## config.mk

```make
export PLATFORM = sky130hd
export DESIGN_NAME = visible_tile_index_enumerator
export DESIGN_NICKNAME = d
export VERILOG_FILES = /design/src/rtl/vtie_pkg.sv /design/src/rtl/vtie_fdiv.sv /design/src/rtl/vtie_dp.sv /design/src/rtl/vtie_ctrl.sv /design/src/rtl/visible_tile_index_enumerator.sv
export SDC_FILE = /design/constraint.sdc
export NUM_CORES = 1
export LEC_CHECK = 0
export BUFFER_PORTS_ARGS = -buffer_cell sky130_fd_sc_hd__buf_2
export CORE_ASPECT_RATIO = 1.1
export CORE_MARGIN = 5
export CORE_UTILIZATION = 55
export DETAILED_ROUTE_END_ITERATION = 10
export PLACE_DENSITY = 0.89
export SLEW_MARGIN = 10
export SYNTH_ARGS = -nofsm -noshare
export SYNTH_HDL_FRONTEND = slang
export SYNTH_SLANG_ARGS = --single-unit
export TNS_END_PERCENT = 1
```

## constraint.sdc

```tcl
create_clock -name clock -period 5 [get_ports clock]
set_clock_uncertainty 0.05 [all_clocks]
set_input_delay 0.75 -clock clock [delete_from_list [all_inputs] [get_ports clock]]
set_output_delay 0.75 -clock clock [all_outputs]
set_load 0.005 [all_outputs]
```

## src/rtl/vtie_pkg.sv

```systemverilog
// shared types, widths and constants of the visible tile index enumerator
// the tile size ladder and the per-size cell counts live here as functions
// no dependencies
`default_nettype none

package vtie_pkg;

   localparam int MAX_TILES_DEF = 64;

   localparam int CODE_W     = 3;
   localparam int SOUTH_W    = 28;
   localparam int WEST_W     = 29;
   localparam int DIVIDEND_W = 31;
   localparam int MAG_W      = 30;
   localparam int DIVISOR_W  = 20;
   localparam int QMAG_W     = 17;
   localparam int QOUT_W     = 18;
   localparam int ROW_W      = 15;
   localparam int COL_W      = 17;
   localparam int FOLD_W     = 18;
   localparam int CELLS_W    = 16;
   localparam int OUT_COL_W  = 16;

   localparam logic signed [DIVIDEND_W-1:0] FULL_TURN = 31'sd360000000;

   localparam logic [1:0] SEL_SOUTH = 2'd0;
   localparam logic [1:0] SEL_WEST  = 2'd1;
   localparam logic [1:0] SEL_NORTH = 2'd2;
   localparam logic [1:0] SEL_EAST  = 2'd3;

   typedef struct packed {
      logic       capture;
      logic       div_start;
      logic [1:0] div_sel;
      logic       fold_init;
      logic       fold_step;
      logic       scan_init;
      logic       emit_tile;
      logic       emit_empty;
   } vtie_cmd_type;

   typedef struct packed {
      logic size_unset;
      logic div_done;
      logic range_empty;
      logic fold_ok;
      logic last_tile;
   } vtie_sts_type;

   // tile edge in microdegrees
   function automatic logic [DIVISOR_W-1:0] tile_udeg(input logic [CODE_W-1:0] code);
      logic [DIVISOR_W-1:0] t;
      case (code)
         3'd1:    t = 20'd10000;
         3'd2:    t = 20'd20000;
         3'd3:    t = 20'd50000;
         3'd4:    t = 20'd100000;
         3'd5:    t = 20'd200000;
         3'd6:    t = 20'd500000;
         3'd7:    t = 20'd1000000;
         default: t = '0;
      endcase
      return t;
   endfunction

   // tiles around a full turn
   function automatic logic [CELLS_W-1:0] turn_cells(input logic [CODE_W-1:0] code);
      logic [CELLS_W-1:0] c;
      case (code)
         3'd1:    c = 16'd36000;
         3'd2:    c = 16'd18000;
         3'd3:    c = 16'd7200;
         3'd4:    c = 16'd3600;
         3'd5:    c = 16'd1800;
         3'd6:    c = 16'd720;
         3'd7:    c = 16'd360;
         default: c = 16'd2;
      endcase
      return c;
   endfunction

endpackage

`default_nettype wire

```

## src/rtl/vtie_fdiv.sv

```systemverilog
// serial floor divider, one quotient bit per cycle over the magnitude
// signed dividend, unsigned nonzero divisor, floor-rounded signed quotient
// depends on vtie_pkg
`default_nettype none

module vtie_fdiv
   import vtie_pkg::*;
(
   input  wire logic                         clock,
   input  wire logic                         reset,
   input  wire logic                         start_div,
   input  wire logic signed [DIVIDEND_W-1:0] dividend,
   input  wire logic [DIVISOR_W-1:0]         divisor,
   output logic                              done,
   output logic signed [QOUT_W-1:0]          quotient
);

   localparam int DSH_W = DIVISOR_W + QMAG_W - 1;
   localparam int CNT_W = $clog2(QMAG_W);

   logic [MAG_W-1:0]           rem_ff, rem_in;
   logic [DSH_W-1:0]           dsh_ff, dsh_in;
   logic [QMAG_W-1:0]          q_ff, q_in;
   logic                       neg_ff, neg_in;
   logic [CNT_W-1:0]           cnt_ff, cnt_in;
   logic                       run_ff, run_in;
   logic                       done_ff, done_in;
   logic [DSH_W-1:0]           rem_ext;
   logic [DSH_W-1:0]           diff;
   logic                       fits;
   logic signed [DIVIDEND_W-1:0] mag_full;
   logic [QOUT_W-1:0]          q_ext;

   assign rem_ext  = {{(DSH_W-MAG_W){1'b0}}, rem_ff};
   assign fits     = rem_ext >= dsh_ff;
   assign diff     = rem_ext - dsh_ff;
   assign mag_full = dividend[DIVIDEND_W-1] ? -dividend : dividend;

   always_comb begin
      rem_in  = rem_ff;
      dsh_in  = dsh_ff;
      q_in    = q_ff;
      neg_in  = neg_ff;
      cnt_in  = cnt_ff;
      run_in  = run_ff;
      done_in = 1'b0;
      if (start_div) begin
         rem_in = mag_full[MAG_W-1:0];
         dsh_in = {divisor, {(QMAG_W-1){1'b0}}};
         q_in   = '0;
         neg_in = dividend[DIVIDEND_W-1];
         cnt_in = '0;
         run_in = 1'b1;
      end else if (run_ff) begin
         if (fits) begin
            rem_in = diff[MAG_W-1:0];
         end
         q_in   = {q_ff[QMAG_W-2:0], fits};
         dsh_in = dsh_ff >> 1;
         cnt_in = cnt_ff + 1'b1;
         if (cnt_ff == CNT_W'(QMAG_W-1)) begin
            run_in  = 1'b0;
            done_in = 1'b1;
         end
      end
   end

   always_ff @(posedge clock) begin
      if (reset) begin
         run_ff  <= 1'b0;
         done_ff <= 1'b0;
         cnt_ff  <= '0;
      end else begin
         run_ff  <= run_in;
         done_ff <= done_in;
         cnt_ff  <= cnt_in;
      end
      rem_ff <= rem_in;
      dsh_ff <= dsh_in;
      q_ff   <= q_in;
      neg_ff <= neg_in;
   end

   // negative: -q when exact, -q-1 (= ~q) otherwise
   assign q_ext = {1'b0, q_ff};
   always_comb begin
      if (!neg_ff) begin
         quotient = $signed(q_ext);
      end else if (rem_ff != '0) begin
         quotient = $signed(~q_ext);
      end else begin
         quotient = $signed(~q_ext + 1'b1);
      end
   end

   assign done = done_ff;

endmodule

`default_nettype wire

```

## src/rtl/vtie_dp.sv

```systemverilog
// datapath: size register, captured viewport, divider, scan bounds and cursors
// column folding and result registers; driven by vtie_ctrl commands
// depends on vtie_pkg and vtie_fdiv
`default_nettype none

module vtie_dp
   import vtie_pkg::*;
#(
   parameter int MAX_TILES = MAX_TILES_DEF
) (
   input  wire logic                     clock,
   input  wire logic                     reset,
   input  wire vtie_cmd_type             cmd,
   output vtie_sts_type                  sts,
   input  wire logic                     csr_we,
   input  wire logic [CODE_W-1:0]        csr_wdata,
   input  wire logic signed [SOUTH_W-1:0] req_view_south,
   input  wire logic signed [WEST_W-1:0]  req_view_west,
   input  wire logic signed [SOUTH_W-1:0] req_view_north,
   input  wire logic signed [WEST_W-1:0]  req_view_east,
   output logic                          rsp_valid,
   output logic signed [ROW_W-1:0]       rsp_tile_row,
   output logic signed [OUT_COL_W-1:0]   rsp_tile_col,
   output logic                          rsp_empty_res,
   output logic                          rsp_truncated,
   output logic                          rsp_last
);

   localparam int CNT_W = $clog2(MAX_TILES);

   logic [CODE_W-1:0]             code_ff;
   logic signed [DIVIDEND_W-1:0]  south_ff, west_ff, north_ff, east_ff;
   logic signed [DIVIDEND_W-1:0]  west_ext, east_ext, east_unw;
   logic signed [DIVIDEND_W-1:0]  dividend;
   logic                          div_done;
   logic signed [QOUT_W-1:0]      quot;
   logic signed [ROW_W-1:0]       row_cursor_ff, row_end_ff;
   logic signed [COL_W-1:0]       col_start_ff, col_end_ff, col_cursor_ff;
   logic signed [FOLD_W-1:0]      fstart_ff, fcur_ff;
   logic [CNT_W-1:0]              count_ff;
   logic signed [FOLD_W-1:0]      cells, half, neg_half;
   logic                          at_end, cap_hit;
   logic                          valid_ff, empty_ff, trunc_ff, last_ff;
   logic signed [ROW_W-1:0]       tile_row_ff;
   logic signed [OUT_COL_W-1:0]   tile_col_ff;

   always_ff @(posedge clock) begin
      if (reset) begin
         code_ff <= '0;
      end else if (csr_we) begin
         code_ff <= csr_wdata;
      end
   end

   // unwrap east edge across the antimeridian
   assign west_ext = DIVIDEND_W'(req_view_west);
   assign east_ext = DIVIDEND_W'(req_view_east);
   assign east_unw = (east_ext < west_ext) ? east_ext + FULL_TURN : east_ext;

   always_ff @(posedge clock) begin
      if (cmd.capture) begin
         south_ff <= DIVIDEND_W'(req_view_south);
         north_ff <= DIVIDEND_W'(req_view_north);
         west_ff  <= west_ext;
         east_ff  <= east_unw;
      end
   end

   always_comb begin
      case (cmd.div_sel)
         SEL_SOUTH: dividend = south_ff;
         SEL_WEST:  dividend = west_ff;
         SEL_NORTH: dividend = north_ff;
         SEL_EAST:  dividend = east_ff;
         default:   dividend = south_ff;
      endcase
   end

   vtie_fdiv u_fdiv (
      .clock     (clock),
      .reset     (reset),
      .start_div (cmd.div_start),
      .dividend  (dividend),
      .divisor   (tile_udeg(code_ff)),
      .done      (div_done),
      .quotient  (quot)
   );

   assign cells    = $signed({{(FOLD_W-CELLS_W){1'b0}}, turn_cells(code_ff)});
   assign half     = cells >>> 1;
   assign neg_half = -half;

   assign at_end  = (row_cursor_ff == row_end_ff) && (col_cursor_ff == col_end_ff);
   assign cap_hit = count_ff == CNT_W'(MAX_TILES - 1);

   always_ff @(posedge clock) begin
      if (reset) begin
         count_ff <= '0;
      end else if (cmd.scan_init) begin
         count_ff <= '0;
      end else if (cmd.emit_tile) begin
         count_ff <= count_ff + 1'b1;
      end
   end

   always_ff @(posedge clock) begin
      if (div_done) begin
         case (cmd.div_sel)
            SEL_SOUTH: row_cursor_ff <= quot[ROW_W-1:0];
            SEL_NORTH: row_end_ff    <= quot[ROW_W-1:0];
            SEL_WEST:  col_start_ff  <= quot[COL_W-1:0];
            SEL_EAST:  col_end_ff    <= quot[COL_W-1:0];
            default:   row_cursor_ff <= quot[ROW_W-1:0];
         endcase
      end else if (cmd.emit_tile && (col_cursor_ff == col_end_ff)) begin
         row_cursor_ff <= row_cursor_ff + 1'b1;
      end

      if (cmd.fold_init) begin
         fstart_ff <= FOLD_W'(col_start_ff);
      end else if (cmd.fold_step) begin
         fstart_ff <= (fstart_ff >= half) ? fstart_ff - cells : fstart_ff + cells;
      end

      if (cmd.scan_init) begin
         col_cursor_ff <= col_start_ff;
         fcur_ff       <= fstart_ff;
      end else if (cmd.emit_tile) begin
         if (col_cursor_ff == col_end_ff) begin
            col_cursor_ff <= col_start_ff;
            fcur_ff       <= fstart_ff;
         end else begin
            col_cursor_ff <= col_cursor_ff + 1'b1;
            fcur_ff       <= (fcur_ff == half - 1'b1) ? neg_half : fcur_ff + 1'b1;
         end
      end
   end

   // result registers, one beat per strobe
   always_ff @(posedge clock) begin
      if (reset) begin
         valid_ff <= 1'b0;
      end else begin
         valid_ff <= cmd.emit_tile | cmd.emit_empty;
      end
      if (cmd.emit_empty) begin
         tile_row_ff <= '0;
         tile_col_ff <= '0;
         empty_ff    <= 1'b1;
         trunc_ff    <= 1'b0;
         last_ff     <= 1'b1;
      end else if (cmd.emit_tile) begin
         tile_row_ff <= row_cursor_ff;
         tile_col_ff <= fcur_ff[OUT_COL_W-1:0];
         empty_ff    <= 1'b0;
         trunc_ff    <= cap_hit && !at_end;
         last_ff     <= cap_hit || at_end;
      end
   end

   assign sts.size_unset  = code_ff == '0;
   assign sts.div_done    = div_done;
   assign sts.range_empty = (row_end_ff < row_cursor_ff) || (col_end_ff < col_start_ff);
   assign sts.fold_ok     = (fstart_ff >= neg_half) && (fstart_ff < half);
   assign sts.last_tile   = at_end || cap_hit;

   assign rsp_valid     = valid_ff;
   assign rsp_tile_row  = tile_row_ff;
   assign rsp_tile_col  = tile_col_ff;
   assign rsp_empty_res = empty_ff;
   assign rsp_truncated = trunc_ff;
   assign rsp_last      = last_ff;

endmodule

`default_nettype wire

```

## src/rtl/vtie_ctrl.sv

```systemverilog
// controller state machine: sequences capture, four divisions, range check,
// column fold and the tile scan; depends on vtie_pkg
`default_nettype none

module vtie_ctrl
   import vtie_pkg::*;
(
   input  wire logic         clock,
   input  wire logic         reset,
   input  wire logic         start,
   input  wire logic         view_ready,
   output logic              busy,
   output vtie_cmd_type      cmd,
   input  wire vtie_sts_type sts
);

   localparam logic [2:0] ST_IDLE   = 3'd0;
   localparam logic [2:0] ST_EMPTY  = 3'd1;
   localparam logic [2:0] ST_DSTART = 3'd2;
   localparam logic [2:0] ST_DWAIT  = 3'd3;
   localparam logic [2:0] ST_CHECK  = 3'd4;
   localparam logic [2:0] ST_FOLD   = 3'd5;
   localparam logic [2:0] ST_EMIT   = 3'd6;

   logic [2:0] state_ff, state_in;
   logic [1:0] sel_ff, sel_in;

   always_comb begin
      state_in = state_ff;
      sel_in   = sel_ff;
      cmd      = '0;
      cmd.div_sel = sel_ff;
      case (state_ff)
         ST_IDLE: begin
            if (start) begin
               cmd.capture = 1'b1;
               sel_in      = SEL_SOUTH;
               state_in    = (sts.size_unset || !view_ready) ? ST_EMPTY : ST_DSTART;
            end
         end
         ST_EMPTY: begin
            cmd.emit_empty = 1'b1;
            state_in       = ST_IDLE;
         end
         ST_DSTART: begin
            cmd.div_start = 1'b1;
            state_in      = ST_DWAIT;
         end
         ST_DWAIT: begin
            if (sts.div_done) begin
               if (sel_ff == SEL_EAST) begin
                  state_in = ST_CHECK;
               end else begin
                  sel_in   = sel_ff + 1'b1;
                  state_in = ST_DSTART;
               end
            end
         end
         ST_CHECK: begin
            if (sts.range_empty) begin
               state_in = ST_EMPTY;
            end else begin
               cmd.fold_init = 1'b1;
               state_in      = ST_FOLD;
            end
         end
         ST_FOLD: begin
            if (sts.fold_ok) begin
               cmd.scan_init = 1'b1;
               state_in      = ST_EMIT;
            end else begin
               cmd.fold_step = 1'b1;
            end
         end
         ST_EMIT: begin
            cmd.emit_tile = 1'b1;
            if (sts.last_tile) begin
               state_in = ST_IDLE;
            end
         end
         default: begin
            state_in = ST_IDLE;
         end
      endcase
   end

   always_ff @(posedge clock) begin
      if (reset) begin
         state_ff <= ST_IDLE;
         sel_ff   <= SEL_SOUTH;
      end else begin
         state_ff <= state_in;
         sel_ff   <= sel_in;
      end
   end

   assign busy = state_ff != ST_IDLE;

endmodule

`default_nettype wire

```

## src/rtl/visible_tile_index_enumerator.sv

```systemverilog
// top level of the visible tile index enumerator
// joins the controller vtie_ctrl and the datapath vtie_dp; depends on vtie_pkg
`default_nettype none

// A viewport is taken when start is high and busy low. Its tiles come out one
// beat per cycle on rsp_valid, latitude rows first, columns west to east, the
// final beat marked by rsp_last; a run stops after MAX_TILES beats, with
// rsp_truncated set if tiles remain. An unset tile size, a viewport that is
// not ready or an empty latitude range gives a single beat with rsp_empty_res
// set. The receiver cannot stall: every beat is shown for exactly one cycle.
// Each viewport with a set size that is ready first runs four floor divisions
// through one serial divider at one quotient bit per cycle, then a range check
// and the column fold, then the tile scan; the final beat shows in the first
// cycle with busy low. An unset size or a viewport that is not ready skips the
// divisions and goes straight to the empty beat.
module visible_tile_index_enumerator
   import vtie_pkg::*;
#(
   parameter int MAX_TILES = MAX_TILES_DEF
) (
   input  wire logic                      clock,
   input  wire logic                      reset,
   input  wire logic                      csr_we,
   input  wire logic [CODE_W-1:0]         csr_wdata,
   input  wire logic                      start,
   output logic                           busy,
   input  wire logic signed [SOUTH_W-1:0] req_view_south,
   input  wire logic signed [WEST_W-1:0]  req_view_west,
   input  wire logic signed [SOUTH_W-1:0] req_view_north,
   input  wire logic signed [WEST_W-1:0]  req_view_east,
   input  wire logic                      req_view_ready,
   output logic                           rsp_valid,
   output logic signed [ROW_W-1:0]        rsp_tile_row,
   output logic signed [OUT_COL_W-1:0]    rsp_tile_col,
   output logic                           rsp_empty_res,
   output logic                           rsp_truncated,
   output logic                           rsp_last
);

   vtie_cmd_type cmd;
   vtie_sts_type sts;

   vtie_ctrl u_ctrl (
      .clock      (clock),
      .reset      (reset),
      .start      (start),
      .view_ready (req_view_ready),
      .busy       (busy),
      .cmd        (cmd),
      .sts        (sts)
   );

   vtie_dp #(
      .MAX_TILES (MAX_TILES)
   ) u_dp (
      .clock          (clock),
      .reset          (reset),
      .cmd            (cmd),
      .sts            (sts),
      .csr_we         (csr_we),
      .csr_wdata      (csr_wdata),
      .req_view_south (req_view_south),
      .req_view_west  (req_view_west),
      .req_view_north (req_view_north),
      .req_view_east  (req_view_east),
      .rsp_valid      (rsp_valid),
      .rsp_tile_row   (rsp_tile_row),
      .rsp_tile_col   (rsp_tile_col),
      .rsp_empty_res  (rsp_empty_res),
      .rsp_truncated  (rsp_truncated),
      .rsp_last       (rsp_last)
   );

endmodule

`default_nettype wire
```

Word-level counts from Yosys, hierarchy flattened:

Cells that the tools add are included.

* bits in registers: 373
* input bits: 122
* output and inout bits: 36

* muxes and demuxes: 51
* equal/unequal tests: 27
* reductions and logical operators: 30
* bitwise gates (word level): 3
* add/subtract/negate cells: 14
* order comparisons: 7

Operators by type and width (number)
* 20-bit one-hot mux with 7 select lines: 1
* 18-bit two-way mux: 7
* 31-bit one-hot mux with 4 select lines: 1
* 30-bit two-way mux: 4
* 16-bit one-hot mux with 7 select lines: 1
* 17-bit two-way mux: 5
* 36-bit two-way mux: 2
* 15-bit two-way mux: 3
* 30-bit by 36-bit greater-or-equal comparator with 1-bit output: 1
* 17-bit by 1-bit adder with 17-bit output, second input constant: 2
* 29-bit by 30-bit adder with 31-bit output, second input constant: 1
* 31-bit two-way mux: 1
* 30-bit negation: 1
* 30-bit nonzero test: 1
* 30-bit subtractor: 1
* 29-bit less-than comparator: 1
* 3-bit equality test, second input constant: 7
* 18-bit by 1-bit adder with 18-bit output, second input constant: 1
* 18-bit by 17-bit adder with 18-bit output: 1
* 18-bit equality test: 1
* 18-bit by 16-bit greater-or-equal comparator with 1-bit output: 1
* 18-bit greater-or-equal comparator: 1
* 18-bit by 16-bit less-than comparator with 1-bit output: 1
* 3-bit two-way mux: 6
* 37 further kinds: 80

Depth between registers and ports, before layout:

Gate-level depths: netlist (run 1).

* depth after elaboration: 9
* depth in mapped cells: 27
* mapped depth without buffers: 24

Modules after synthesis:

From an unflattened synthesis (run 1), not the netlist that was laid out.

* cell total of the unflattened synthesis: 2118
* area total of the unflattened synthesis: 22053.7 µm²

Modules (own cells, without submodules)
* vtie_dp: times used 1, seq. area each 7877.6 µm², area each 15302.2 µm², cells each 1349
* vtie_fdiv: times used 1, seq. area each 2332.2 µm², area each 6329.8 µm², cells each 709
* vtie_ctrl: times used 1, seq. area each 100.1 µm², area each 421.7 µm², cells each 60

Least setup slack after synthesis (run 1):

OpenSTA, ideal clock, no wires.

* path kind: reg-to-reg
* start point: register u_dp.code_ff[2]
* end point: register u_dp.fstart_ff[13], data pin
* data arrival time: 4893 ps
* data required time: 4690 ps
* path slack: -203 ps
* stages on the path, launching flop included: 26
* cell sequence: dfxtp_1 clkbuf_1 clkbuf_1 nand2b_1 o21ai_0 inv_1 ha_1 a211o_1 a21o_1 a211oi_1 a21oi_1 a41o_1 clkbuf_1 buf_1 nand2_1 o21ai_0 ha_1 a21o_1 a21oi_1 o211ai_1 a21o_1 a21o_1 a21o_1 a21oi_1 xnor2_1 mux2_2

* longest elaborated chain between the ends: 6

Ends and longest elaborated chain
* from (decl): RTL line vtie_dp.sv:31 `logic [CODE_W-1:0] code_ff;`
* from (signal assigned): RTL line vtie_dp.sv:51 `code_ff <= csr_wdata;`
* 3-bit equality test (tied with other cells): RTL line vtie_pkg.sv:69 `case (code)`
* 16-bit one-hot mux with 7 select lines *: RTL line vtie_pkg.sv:69
* 18-bit by 17-bit adder with 18-bit output (tied with other cells): RTL line vtie_dp.sv:122 `fstart_ff <= (fstart_ff >= half) ? fstart_ff - cells : fstart_ff + cells;`
* 18-bit two-way mux *: RTL line vtie_dp.sv:122
* 18-bit two-way mux *: RTL line vtie_dp.sv:121 `end else if (cmd.fold_step) begin`
* 18-bit two-way mux *: RTL line vtie_dp.sv:119 `if (cmd.fold_init) begin`
* to (signal assigned): RTL line vtie_dp.sv:120 `fstart_ff <= FOLD_W'(col_start_ff);`
* to (signal assigned): RTL line vtie_dp.sv:122
* to (decl): RTL line vtie_dp.sv:39 `logic signed [FOLD_W-1:0] fstart_ff, fcur_ff;`

Mark *: on every way between the ends. The rest lies on a longest branch, timed or not. The select of a mux whose other input is x is not followed.
A chain may end at the register's enable or synchronous reset.

Worst setup path after layout (run 1):

* start point: register u_dp.code_ff[2]
* end point: register u_dp.fstart_ff[14], data pin

Same word-level chain as after synthesis.

==> reports/metrics.csv, run 1 <==
metric;value;unit
status;completed;
number of global-route vias before repair;16700;
Yosys top cell by area;edfxtp_1;
drt wl/cell;19.2;µm
Cell variety after synth;76;
worst reg2reg path endpoint;u_dp.fstart_ff[14];
post-DP HPWL;38400;µm
worst setup margin;73.5;ps
Post-synth ARST share;0;
layout cells sized above 1;0.149;
synth top area cells;edfxtp_1 40%, ha_1 8.8%, dfxtp_1 8.4%;
Num CTS Buffers;38;
Avg Cell Area, Syn;10.4;µm²
GR Overflow Total;0;
Root Buffer;clkbuf_16;
clock transition at the registers of the reported paths;60;ps
GR Util All Layers;0.239;
Pwr Density;320;mW/mm²
r2r setup slk;70;ps
CTS hold repair buffers;0;
critical path fanouts, max;8;
startpoint type of the worst setup path;flop;
count leader, synth;edfxtp_1;
Post-synth EDFFs;284;
first-pass GRT wire length;84300;µm
antenna-violating nets left;0;
fin. max-slew vios;0;
Slew headroom;0.270;
largest net degree at the start of global routing;56;
Achievable Freq;0.203;GHz
H-tree Lvls;2;
Cell Area, Synth;0.0212;mm²
RR Startpoint;u_dp.code_ff[2];
Die ar.;0.0426;mm²
Peak VDD IR;0.237;mV
Yosys warnings;0;
Post-Syn Instances;2049;
share of the yosys chip area belonging to registers;0.486;
Worst Setup SP;u_dp.code_ff[2];
Finish-stage setup viols;0;
main flop type after synthesis;edfxtp_1;
TritonCTS Sinks;373;
CP Data Required Time;5240;ps
Initial Util;0.556;
# rows;75;
static leakage;9.69;nW
RePlAce Congestion;0.927;
total negative slack;0;ps
DR pass1 iterations;8;
Starting DRT DRC Count;1505;
antenna violations before repair;0;
Port Buf Inserts;157;
clock buffer depth;3;
dpl ws;-241;ps
diode count;0;
Final Hold Fails;0;
DIE HEIGHT;216;µm
clock latency at the later pin of the worst-skew pair;540;ps
Post-DP Area;0.0227;mm²
area grow syn2layout;13.3;%
R2R cell count;22;
Synth top cells by count;284 x edfxtp_1, 178 x nor2_1, 150 x ha_1;
post-route cell area;0.0241;mm²
top cell type's share of synthesized area;0.402;
Hold Crit Class;in2reg;
drt via density;5.99;
Core Footprint;0.0382;mm²
CTS tree;yes;
I/O pin count;158;
Power Total;0.00770;W
WHS Path Cells;1;
nets@finish;2491;
Vias;16400;
final routed DRC violation total;0;
drt total wl;52600;µm
Seq cells post-synth;373;
minimum clock period;4930;ps
DIE WIDTH;197;µm
CP Capture Type;flop;
Layout fillers;2839;
fin crit share;0.985;
CP Class;reg2reg;
crit path DAT;5170;ps
Worst-Margin Slew;1090;ps
max cap viols;0;
crit path to;u_dp.fstart_ff[14];
-- state kept, by name, summed over array words and instances (netlist names), 17 cells and up --
register / count
u_dp.col_start_ff: 17
u_dp.east_ff: 31
u_dp.west_ff: 29
u_dp.col_end_ff: 17
u_dp.col_cursor_ff: 17
u_dp.u_fdiv.rem_ff: 30
u_dp.south_ff: 28
u_dp.fcur_ff: 18
u_dp.u_fdiv.dsh_ff: 36
u_dp.north_ff: 28
u_dp.u_fdiv.q_ff: 17
u_dp.fstart_ff: 18
-- cell usage in the layout (no fill, tap or decap), drive strengths merged, types with 75 or more instances in the layout --
master,synthesis,final
inv,137,140
nand2,147,147
a21oi,135,135
xor2,75,75
xnor2,104,104
dfxtp,89,89
ha,150,150
nor2,178,178
buf,25,213
edfxtp,284,284
o21ai,119,119
-- metrics by stage --
| step | cells | util | hold WS, ps |
|---|---|---|---|
| after floorplan | 2052 | - | 404 |
| after global placement | 2673 | 0.594 | 400 |
| after detailed placement | 2673 | 0.594 | 401 |
| after CTS | 2742 | 0.627 | 320 |
| after global routing | 2747 | 0.630 | 328 |
| final | 2747 | 0.630 | 336 |
-- worst max-delay path, cell delays in order (launching register included) --
cell	delay, ps
dfxtp_4	390
nor2_1	70
or2_2	290
ha_1	300
a21o_1	190
a21o_1	170
a21oi_1	140
o21ai_1	110
o21ai_1	180
a21oi_2	90
a41o_1	260
or2_2	320
ha_4	230
nor2b_1	130
o21ai_0	240
a21boi_1	150
o21ai_1	240
a31oi_2	170
a41oi_2	270
nor2b_2	210
o21ai_1	80
xnor2_1	140
mux2_2	250
-- how the worst min path moves through the flow --
stage	from	to	slack, ps
6_report	req_view_north[26]	u_dp.north_ff[26]	340
4_1_cts	req_view_north[26]	u_dp.north_ff[26]	320
3_5_place_dp	u_dp.rsp_tile_col[0]	u_dp.rsp_tile_col[0]	400
5_1_grt	req_view_north[25]	u_dp.north_ff[25]	330
2_1_floorplan	u_dp.count_ff[5]	u_dp.count_ff[5]	400
3_3_place_gp	u_dp.rsp_tile_row[14]	u_dp.rsp_tile_row[14]	400
-- kinds of logic after synthesis --
| logic type | count (synthesis) | share of synthesized area |
|---|---|---|
| AND/OR/NAND/NOR | 570 | 0.128 |
| XOR/XNOR | 179 | 0.0738 |
| adder cells (fa/ha/maj) | 151 | 0.0893 |
| multiplexers | 74 | 0.0359 |
| buffers and inverters | 225 | 0.0413 |
| flip-flops | 373 | 0.486 |
| other | 1 | 0.000177 |
| AO/OA/AOI/OAI | 476 | 0.146 |
-- where the power goes --
part | switching (W) | total (W) | internal, W | leakage (nW)
registers | 0.0000983 | 0.00369 | 0.00360 | 3.35
clock network | 0.00120 | 0.00277 | 0.00157 | 0.608
logic | 0.000748 | 0.00124 | 0.000487 | 5.73
total | 0.00204 | 0.00770 | 0.00565 | 9.69
-- cell type report --
type | instances | area, µm² | area share
sequential | 373 | 10300 | 0.429
multi-input combinational | 1454 | 10200 | 0.422
timing repair buffer | 213 | 1220 | 0.0506
clock buffer | 51 | 1110 | 0.0463
tap | 500 | 626 | 0.0260
inverter | 138 | 518 | 0.0215
clock inverter | 18 | 103 | 0.00427
-- what timing repair did --
item,4_1_cts,5_1_grt
setup buffers,0,5
gates resized for setup,6,23
setup endpoints to repair,6,6
gates cloned,0,0
pin swaps,0,8
-- routing by layer --
layer | vias to the layer above | GRT usage | wire (µm)
met1 | 7788 | 0.304 | 21000
met3 | 133 | 0.0331 | 3590
met2 | 724 | 0.417 | 26300
met5 | - | 0 | 0
met4 | 0 | 0.0878 | 1790
li1 | 7803 | - | -
Note: power is estimated with default switching activity, not from simulation.
==> inputs of run 2 (changes only) <==
- CORE_UTILIZATION: 55 -> 60
- PLACE_DENSITY: 0.89 -> 0.92
- clock period: 5 -> 5.04 ns (I/O delays scaled with it)
==> run 2 against run 1 <==
Sequential share of layout area is 0.16 points higher. Clock-buffer cell count is 6 higher. Critical path depth is 1 higher. First-iteration DRC count is 10% higher. Wire length is 5.0% higher. Final cell count is 2.0% lower. Combinational power hardly changed. Sequential power hardly changed. Critical endpoint is now u_dp.fstart_ff[13]. Largest cell class unchanged.
==> reports/metrics.csv, run 2 (same netlist as run 1, synthesis figures left out) <==
metric;value;unit
non-filler cells, final;2692;
Port Buf Inserts;157;
H-tree Lvls;2;
met3 Usage GRT;0.0437;
worst reg2reg path endpoint;u_dp.fstart_ff[13];
RR Startpoint;u_dp.code_ff[2];
Layout fillers;2369;
diode count;0;
met2 Use GR;0.474;
DIE HEIGHT;207;µm
RePlAce Congestion;0.924;
r2r setup slk;130;ps
post-DP HPWL;38900;µm
Initial Util;0.606;
Most flops, register;u_dp.u_fdiv.dsh_ff;
global route hottest layer;met2;
R2R cell count;23;
biggest regs;u_dp.u_fdiv.dsh_ff (36), u_dp.east_ff (31), u_dp.u_fdiv.rem_ff (30);
status;completed;
CP Data Required Time;5280;ps
area grow syn2layout;12.8;%
clock latency at the later pin of the worst-skew pair;550;ps
Post-DP Area;0.0226;mm²
drt via density;6.34;
antenna-violating nets left;0;
Vias;17100;
most frequent cells in the layout;284 x edfxtp_1, 175 x nor2_1, 157 x buf_2;
DIE WIDTH;189;µm
CTS tree;yes;
crit path DAT;5150;ps
Worst-Margin Slew;943;ps
worst setup margin;125;ps
dpl ws;-255;ps
Slew headroom;0.371;
critical path fanouts, max;7;
clock transition at the registers of the reported paths;60;ps
largest net degree at the start of global routing;71;
GR Overflow Total;0;
DR pass1 iterations;8;
GR Util met1;0.336;
Final Hold Fails;0;
placed instance count;2612;
number of global-route vias before repair;17200;
GR Util All Layers;0.273;
Root Buffer;clkbuf_16;
drt wl/cell;20.5;µm
Finish-stage setup viols;0;
minimum clock period;4910;ps
first-pass GRT wire length;88500;µm
clock buffer depth;3;
startpoint type of the worst setup path;flop;
I/O pin count;158;
nets@finish;2489;
final routed DRC violation total;0;
drt total wl;55300;µm
Peak VDD IR;0.297;mV
Starting DRT DRC Count;1661;
max cap viols;0;
static leakage;9.65;nW
Hold Crit Class;in2reg;
Num CTS Buffers;40;
# rows;72;
startpoint of the worst hold path;req_view_south[22];
WHS Path Cells;1;
Achievable Freq;0.203;GHz
CP Capture Type;flop;
CP Class;reg2reg;
layout cells sized above 1;0.143;
fin crit share;0.975;
Hold EP;u_dp.south_ff[22];
Die ar.;0.0393;mm²
Final Util;0.684;
Core Footprint;0.0350;mm²
Pwr Density;321;mW/mm²
post-route cell area;0.0240;mm²
commonest non-fill, non-tap cell in the layout;edfxtp_1;
antenna violations before repair;0;
TritonCTS Sinks;373;
Largest register FFs;36;
fin. max-slew vios;0;
run 2: cell count changes in the layout (fill, tap and decap cells not counted), moves of 2 or more:
cell,change
clkinv_4,-3
clkbuf_8,-3
buf_4,-4
clkbuf_1,+8
o21ai_0,-2
clkinv_2,-4
a21oi_1,+2
clkinv_1,+5
a21oi_2,-2
run 2: cell type report:
cell class                      instances  area [µm²]  share of cell area
Clock buffer                           57        1130              0.0470
Clock inverter                         17        92.6             0.00386
Inverter                              138         518              0.0216
Multi-Input combinational cell       1454       10200               0.424
Sequential cell                       373       10300               0.431
Tap cell                              444         556              0.0232
Timing Repair Buffer                  209        1190              0.0496
run 2: worst max-delay path: stages, from the launching register on:
cell      delay (ps)
dfxtp_4          360
nand2b_2         210
buf_4            160
nor2_2            90
buf_4            150
inv_1             80
ha_4             300
nand4_1          160
nor3_2           290
buf_4            170
buf_4            110
a41o_1           220
buf_8            120
buf_4            170
xnor2_1          140
ha_1             290
a21oi_1          300
o211ai_1         200
a21o_1           210
a21o_1           200
a21o_1           200
a21oi_2          150
xnor2_1           70
mux2_2           260
run 2: worst max-delay path by stage:
stage	from	endpoint	slack, ps	cells past startpoint
floorplan	u_dp.code_ff[1]	u_dp.fstart_ff[14]	20	22
global placement	u_dp.code_ff[2]	u_dp.fstart_ff[14]	50	22
detailed placement	u_dp.code_ff[2]	u_dp.fstart_ff[14]	-260	22
CTS	u_dp.code_ff[2]	u_dp.fstart_ff[14]	30	22
global route	u_dp.code_ff[2]	u_dp.fstart_ff[13]	-140	23
finish	u_dp.code_ff[2]	u_dp.fstart_ff[13]	130	23
run 2: per-stage QoR:
| step | hold slack (ps) | setup TNS (ps) | total power, W |
|---|---|---|---|
| finish | 328 | 0 | 0.00769 |
| global placement | 400 | 0 | 0.00484 |
| floorplan | 404 | 0 | 0.00457 |
| detailed placement | 404 | -424 | 0.00491 |
| CTS | 309 | 0 | 0.00768 |
| global route | 315 | -271 | 0.00798 |
run 2: metal layers:
metal / up-vias / wire, µm
li1: 7809 / -
met1: 8142 / 21100
met2: 918 / 27500
met3: 197 / 4170
met4: 0 / 2560
met5: - / 0
run 2: what timing repair did:
item	CTS	global route
gates cloned	0	0
gates resized for setup	10	21
endpoints found under the setup margin	6	6
hold buffers	0	0
pin swaps	0	6
setup buffers	0	6
run 2: power by group:
part / total (W) / switching, W / internal (W)
Combinational: 0.00124 / 0.000763 / 0.000480
Clock: 0.00277 / 0.00121 / 0.00156
Sequential: 0.00367 / 0.000100 / 0.00357
Total: 0.00769 / 0.00207 / 0.00561
